<file path="config.mk">
export PLATFORM = sky130hd
export DESIGN_NAME = ptt_state
export DESIGN_NICKNAME = d
export VERILOG_FILES = /design/src/rtl/core/ptt_pkg.sv /design/src/rtl/core/ptt_state.sv
export SDC_FILE = /design/constraint.sdc
export NUM_CORES = 2
export LEC_CHECK = 0
export ABC_AREA = 1
export BUFFER_PORTS_ARGS = -buffer_cell sky130_fd_sc_hd__buf_2
export CELL_PAD_IN_SITES_DETAIL_PLACEMENT = 1
export CELL_PAD_IN_SITES_GLOBAL_PLACEMENT = 1
export CORE_MARGIN = 3
export CORE_UTILIZATION = 50
export CTS_BUF_LIST = sky130_fd_sc_hd__clkbuf_8 sky130_fd_sc_hd__clkbuf_16
export DETAILED_ROUTE_END_ITERATION = 7
export PLACE_DENSITY = 0.88
export SETUP_SLACK_MARGIN = 0.5
export SYNTH_ARGS = -nofsm -noshare
export SYNTH_HDL_FRONTEND = slang
export SYNTH_SLANG_ARGS = --single-unit
</file>
<file path="constraint.sdc">
create_clock -name clk -period 23 [get_ports clk]
set_clock_uncertainty 0.15 [all_clocks]
set_input_delay 1.15 -clock clk [delete_from_list [all_inputs] [get_ports clk]]
set_output_delay 1.15 -clock clk [all_outputs]
set_load 0.005 [all_outputs]
</file>
<file path="src/rtl/core/ptt_pkg.sv">
// Shared types and constants for the packet timestamp trimmer.
// No dependencies; imported by every module of the block.
package ptt_pkg;

	localparam int STAMP_W  = 64;
	localparam int SEC_W    = 24;
	localparam int NUM_W    = 16;
	localparam int DEN_W    = 32;
	localparam int SN_W     = 4;
	localparam int KIND_W   = 2;
	localparam int CFG_IDX_W = 2;
	localparam int MAG_W    = STAMP_W - 1;
	localparam int MAG_LO_W = 32;
	localparam int MAG_HI_W = MAG_W - MAG_LO_W;
	localparam int PROD_W   = MAG_W + NUM_W;
	localparam int PROD_HI_W = MAG_HI_W + NUM_W;
	localparam int PROD_LO_W = MAG_LO_W + NUM_W;
	localparam int LIM_W    = SEC_W + DEN_W;

	localparam logic [KIND_W-1:0] KIND_AUDIO = 2'd1;
	localparam logic [KIND_W-1:0] KIND_VIDEO = 2'd2;

	localparam logic [CFG_IDX_W-1:0] CFG_START_SECONDS = 2'd0;
	localparam logic [CFG_IDX_W-1:0] CFG_END_SECONDS   = 2'd1;
	localparam logic [CFG_IDX_W-1:0] CFG_VIDEO_STREAM  = 2'd2;

	typedef enum logic [1:0] {
		VERDICT_FWD      = 2'd0,
		VERDICT_DROP     = 2'd1,
		VERDICT_WAIT_KEY = 2'd2,
		VERDICT_FINISHED = 2'd3
	} verdict_t;

	typedef struct packed {
		logic [SN_W-1:0]    stream_number;
		logic [KIND_W-1:0]  stream_kind;
		logic [STAMP_W-1:0] pres_stamp;
		logic               pres_present;
		logic [STAMP_W-1:0] dec_stamp;
		logic               dec_present;
		logic               is_keyframe;
		logic [NUM_W-1:0]   base_num;
		logic [DEN_W-1:0]   base_den;
	} pkt_t;

	typedef struct packed {
		logic before_start;
		logic past_end;
	} win_t;

endpackage

</file>
<file path="src/rtl/core/ptt_state.sv">
// Per-stream state, verdict, rebasing and result register.
// Depends on ptt_pkg.
module ptt_state
	import ptt_pkg::*;
#(
	parameter int MAX_STREAMS = 16
)
(
	input  logic               clk,
	input  logic               arst_n,
	input  logic [SN_W-1:0]    video_stream,
	input  logic               up_valid,
	output logic               up_ready,
	input  pkt_t               up_pkt,
	input  win_t               up_win,
	output logic               out_valid,
	input  logic               out_stall,
	output verdict_t           verdict,
	output logic [SN_W-1:0]    pkt_stream,
	output logic [STAMP_W-1:0] out_pres,
	output logic               out_pres_present,
	output logic [STAMP_W-1:0] out_dec,
	output logic               out_dec_present
);

	localparam int IDX_W = (MAX_STREAMS > 1) ? $clog2(MAX_STREAMS) : 1;

	logic               finished_q, keyframe_seen_q, prior_valid_q;
	logic [STAMP_W-1:0] prior_dec_q;
	logic [STAMP_W-1:0] base_pres_q [MAX_STREAMS];
	logic [STAMP_W-1:0] base_dec_q  [MAX_STREAMS];
	logic [MAX_STREAMS-1:0] base_captured_q;

	logic               out_valid_q;
	verdict_t           verdict_q;
	logic [SN_W-1:0]    pkt_stream_q;
	logic [STAMP_W-1:0] out_pres_q, out_dec_q;
	logic               out_pres_present_q, out_dec_present_q;

	logic               take, media, is_video, fwd, cap, base_wr, prior_wr, set_fin, set_key;
	logic [IDX_W-1:0]   idx;
	logic [STAMP_W-1:0] bp, bd, pres_r, dec_r, dec_m, pres_f, prior_inc;
	verdict_t           verdict_c;

	assign up_ready = !out_valid_q || !out_stall;
	assign take     = up_valid && up_ready;

	always_comb begin
		idx      = IDX_W'(up_pkt.stream_number);
		media    = (up_pkt.stream_kind == KIND_AUDIO || up_pkt.stream_kind == KIND_VIDEO)
			&& (int'(up_pkt.stream_number) < MAX_STREAMS);
		is_video = (up_pkt.stream_number == video_stream);
		set_fin  = 1'b0;
		set_key  = 1'b0;
		fwd      = 1'b0;
		if (finished_q) begin
			verdict_c = VERDICT_FINISHED;
		end else if (!media) begin
			verdict_c = VERDICT_DROP;
		end else if (up_win.past_end) begin
			verdict_c = VERDICT_FINISHED;
			set_fin   = 1'b1;
		end else if (up_win.before_start) begin
			verdict_c = VERDICT_DROP;
		end else if (is_video && !keyframe_seen_q && !up_pkt.is_keyframe) begin
			verdict_c = VERDICT_WAIT_KEY;
		end else begin
			verdict_c = VERDICT_FWD;
			fwd       = 1'b1;
			set_key   = is_video;
		end

		cap     = base_captured_q[idx];
		base_wr = fwd && !cap;
		bp = cap ? base_pres_q[idx] : (up_pkt.pres_present ? up_pkt.pres_stamp : '0);
		bd = cap ? base_dec_q[idx]  : (up_pkt.dec_present  ? up_pkt.dec_stamp  : '0);
		pres_r    = up_pkt.pres_stamp - bp;
		dec_r     = up_pkt.dec_stamp - bd;
		prior_inc = prior_dec_q + STAMP_W'(1);
		prior_wr  = fwd && up_pkt.dec_present && is_video;
		if (is_video && prior_valid_q && ($signed(prior_dec_q) >= $signed(dec_r)))
			dec_m = prior_inc;
		else
			dec_m = dec_r;
		if (is_video && up_pkt.pres_present && up_pkt.dec_present
			&& ($signed(pres_r) < $signed(dec_m)))
			pres_f = dec_m;
		else
			pres_f = pres_r;
	end

	always_ff @(posedge clk or negedge arst_n) begin
		if (!arst_n) begin
			finished_q      <= 1'b0;
			keyframe_seen_q <= 1'b0;
			prior_valid_q   <= 1'b0;
			base_captured_q <= '0;
			out_valid_q     <= 1'b0;
		end else begin
			if (up_ready) out_valid_q <= up_valid;
			if (take) begin
				if (set_fin) finished_q <= 1'b1;
				if (set_key) keyframe_seen_q <= 1'b1;
				if (prior_wr) prior_valid_q <= 1'b1;
				if (base_wr) base_captured_q[idx] <= up_pkt.pres_present;
			end
		end
	end

	always_ff @(posedge clk) begin
		if (take && base_wr) begin
			base_pres_q[idx] <= bp;
			base_dec_q[idx]  <= bd;
		end
		if (take && prior_wr) prior_dec_q <= dec_m;
		if (take) begin
			verdict_q          <= verdict_c;
			pkt_stream_q       <= up_pkt.stream_number;
			out_pres_q         <= (fwd && up_pkt.pres_present) ? pres_f : '0;
			out_pres_present_q <= fwd && up_pkt.pres_present;
			out_dec_q          <= (fwd && up_pkt.dec_present) ? dec_m : '0;
			out_dec_present_q  <= fwd && up_pkt.dec_present;
		end
	end

	assign out_valid        = out_valid_q;
	assign verdict          = verdict_q;
	assign pkt_stream       = pkt_stream_q;
	assign out_pres         = out_pres_q;
	assign out_pres_present = out_pres_present_q;
	assign out_dec          = out_dec_q;
	assign out_dec_present  = out_dec_present_q;

`ifndef SYNTH
	a_finished_sticky: assert property (@(posedge clk) disable iff (!arst_n)
		finished_q |=> finished_q)
		else $error("finished flag cleared");

	a_drop_zero: assert property (@(posedge clk) disable iff (!arst_n)
		(out_valid_q && verdict_q != VERDICT_FWD) |->
		(out_pres_q == '0 && out_dec_q == '0 && !out_pres_present_q && !out_dec_present_q))
		else $error("dropped beat carries stamps");

	a_take_sets_valid: assert property (@(posedge clk) disable iff (!arst_n)
		take |=> out_valid_q)
		else $error("accepted beat not presented");

	a_video_order: assert property (@(posedge clk) disable iff (!arst_n)
		(out_valid_q && verdict_q == VERDICT_FWD && pkt_stream_q == video_stream
		&& out_pres_present_q && out_dec_present_q) |->
		($signed(out_pres_q) >= $signed(out_dec_q)))
		else $error("video presentation stamp below decode stamp");
`endif

endmodule

</file>
==> results.md <==
* FF/Latch Area at 0.0680 mm2
* CTS tree: built
* CP max stage cell: buf_4
* Final Cycle Share at 0.702
* Vias in the first global route at between 70k and 80k
* Commonest non-fill, non-tap cell in the layout: edfxtp_1
* WL final at about 370000 um
* Fmax at 61.9 MHz
* Synth Area per Inst at ~13 um2
* Clock Tree Root: clkbuf_16
* Crit-path most repeated cell: nand2_1
* Number of synthesis warnings at 0
* DIE WIDTH at between 400 and 500 um
* Hold-fix buffers at CTS at 0
* Reg2Reg Setup Slack at 8800 ps
* Final Setup Violations at 0
* Status: finished clean
* Worst slew pin tran at 1330 ps
* Area Overhead vs Synth at 12.1%
* Cell variety after synth at 58
* # H-tree levels at 4
* PostCTS Resize Cnt at 0
* Starting Density at 0.504
* Total congestion overflow at 0
* Largest fanout on the critical path at 73
* Syn_nets at a little under 8k
* Setup TNS at 0 ps
* Synth Instances at 7484
* Placer congestion estimate at 1.03
* Tmin final at around 16000 ps
* Largest net degree at the start of global routing at 169
* Antenna violations before repair at 33
* Routed wire per std cell at 34.9 um
* Unrepaired setup endpoints after global routing: false
* Multi-input logic area at 0.0258 mm2
* Total CTS buffers at around 220
* CTS max path bufs at 3
* Crit path required time at between 20000 and 25000 ps
* Final HPWL DP at approximately 220000 um
* Asr flop ratio synth at 0.00882
* Post-CTS Setup Bufs at 0
* Fillcell total at between 15k and 20k
* GRT Total Usage at 0.363
* WS Path Type: primary input to flop
* Clk_lat worst skew at between 900 and 1000 ps
* Final Non-Filler Cells at 10.5k
* Number of I/O port buffers at 284
* Final slew viol count at 0
* Post-synth EDFFs at between 2k and 2.5k
* Main synth FF type: edfxtp_1
* # IOs at ~330
* Wire length of the first global-routing pass at 526000 um
* Clk sinks at 2268
* Placed insts at 10.1k
* CP peak stage delay at roughly 860 ps
* # DRC at 0
* Initial drt markers at between 10k and 15k
* Die span in y at around 450 um
* HP Class: primary input to asynchronous set/reset pin
* Setup WS pre-CTS at 7000 ps
* R2R depth at 49
* Critical Path End Type: flop
* Most frequent cells in the layout: edfxtp_1, a22oi_1, nand2_1
* Critical path arrival at roughly 17000 ps
* First drt pass iteration count at 6
* Layout cells sized above 1 at 0.103
* Worst setup SP type: primary input
* Area leader, netlist: edfxtp_1
* Leak at about 39 nW
* Vias at between 70k and 80k
* PnR worst setup slack at around 6900 ps
* Drt via density at 6.81
* Max VDD drop at roughly 76 uV
* CTS clk-pin slew, worst paths at about 60 ps
* Pwr/cell area at 93.6 mW/mm2
* Max-cap violations at 0
* Final net count at ~8.2k
* Die area at ~0.2 mm2
* Register area share after synthesis at 0.698
* Yosys top cell area share at 0.693
* DRT antenna net count at 0
* Area of the core at ~0.19 mm2
* #FFs+latches synth at between 2k and 2.5k
* Rows at 161
* Endpoints failing hold at 0
* Largest cells by area after synthesis: edfxtp_1, a22oi_1, a21oi_1, ha_1, nand2_1
* Netlist Area Pre-Place at between 0.09 and 0.1 mm2
* Relative slew slack at 0.107
[Yosys cell counts (3+ instances only)]
cell,n
o21ai_0,261
clkinv_1,3
nand4_1,41
inv_1,624
a221oi_1,4
o41ai_1,59
ha_1,254
buf_2,7
nor4_1,31
xor2_1,120
nand3_1,70
buf_4,3
o221ai_1,9
nand2_1,817
xnor2_1,65
a31oi_1,49
o21ai_1,14
a211oi_1,9
or4_1,65
dfrtp_1,20
buf_6,4
a21boi_1,3
o211ai_1,9
a21boi_0,6
o22ai_1,8
nand3b_1,3
o21bai_1,8
a21oi_1,748
o21a_1,21
clkbuf_1,315
or2_2,5
nor2_1,435
edfxtp_1,2248
a21o_1,11
a22oi_1,1024
nor3_1,43
buf_1,38
nor2_2,3
[metal layers]
| layer | global-route usage | share of wire |
|---|---|---|
| met1 | 0.427 | 0.33 |
| met3 | 0.0901 | 0.11 |
| met2 | 0.578 | 0.47 |
| met4 | 0.271 | 0.089 |
| met5 | 0 | 0.00067 |
[report_power, final]
| group | total (W) | leakage [nW] | internal, W | switching, W |
|---|---|---|---|---|
| sequential | 0.00470 | 20.7 | 0.00469 | 0.00000860 |
| combinational | 0.00191 | 14.4 | 0.000511 | 0.00140 |
| clock | 0.00362 | 3.54 | 0.00197 | 0.00165 |
| total | 0.0102 | 38.6 | 0.00717 | 0.00306 |
[final cells by class]
class / instances / share of cell area
Antenna cell: 15 / 0.000344
Clock buffer: 218 / 0.0497
Multi-Input combinational cell: 4221 / 0.236
Tap cell: 2526 / 0.0289
Inverter: 628 / 0.0218
Clock inverter: 177 / 0.0144
Sequential cell: 2268 / 0.622
Timing Repair Buffer: 464 / 0.0261
[registers in the layout, summed over array words and instances, names as in the netlist]
name              cells
verdict               2
out_pres_present      1
keyframe_seen_q       1
finished_q            1
out_dec              64
base_pres_q        1024
pkt_stream            4
prior_valid_q         1
base_dec_q         1024
out_dec_present       1
base_captured_q      16
out_valid             1
out_pres             64
prior_dec_q          64
[per-stage QoR]
| step | utilization | hold WS [ps] | instance area [um2] | total power [W] |
|---|---|---|---|---|
| floorplan | - | 272 | 97400 | 0.00584 |
| finish | 0.566 | 79.6 | 109000 | 0.0102 |
| global placement | 0.529 | 285 | 102000 | 0.00647 |
| detailed placement | 0.529 | 295 | 102000 | 0.00658 |
| global route | 0.565 | 84.4 | 109000 | 0.0105 |
| CTS | 0.565 | 44.6 | 109000 | 0.0101 |
[cells by family after synthesis]
group           Yosys count  synth area share
compound gates         2257             0.148
xor+xnor                185            0.0166
fa+ha+maj               256            0.0330
buf+inv                 995            0.0389
flops                  2268             0.698
mux                       1          0.000103
simple gates           1522            0.0652
[critical path, delay by kind of cell]
| kind | cells | cell delay [ps] |
|---|---|---|
| buffers and inverters | 11 | 4970 |
| XOR/XNOR | 1 | 380 |
| AND/OR/NAND/NOR | 28 | 5250 |
| adder cells (fa/ha/maj) | 3 | 1120 |
| AO/OA/AOI/OAI | 12 | 3270 |
[final timing paths]
path,startpoint,endpoint
max in group asynchronous,arst_n,base_captured_q[15]
min in group clk,base_captured_q[2],base_captured_q[2]
min reg2reg,base_captured_q[2],base_captured_q[2]
min,arst_n,out_valid
max,up_pkt[181],out_pres[21]
max reg2reg,base_captured_q[0],out_pres[21]
Power figures use the tool's default switching activity.
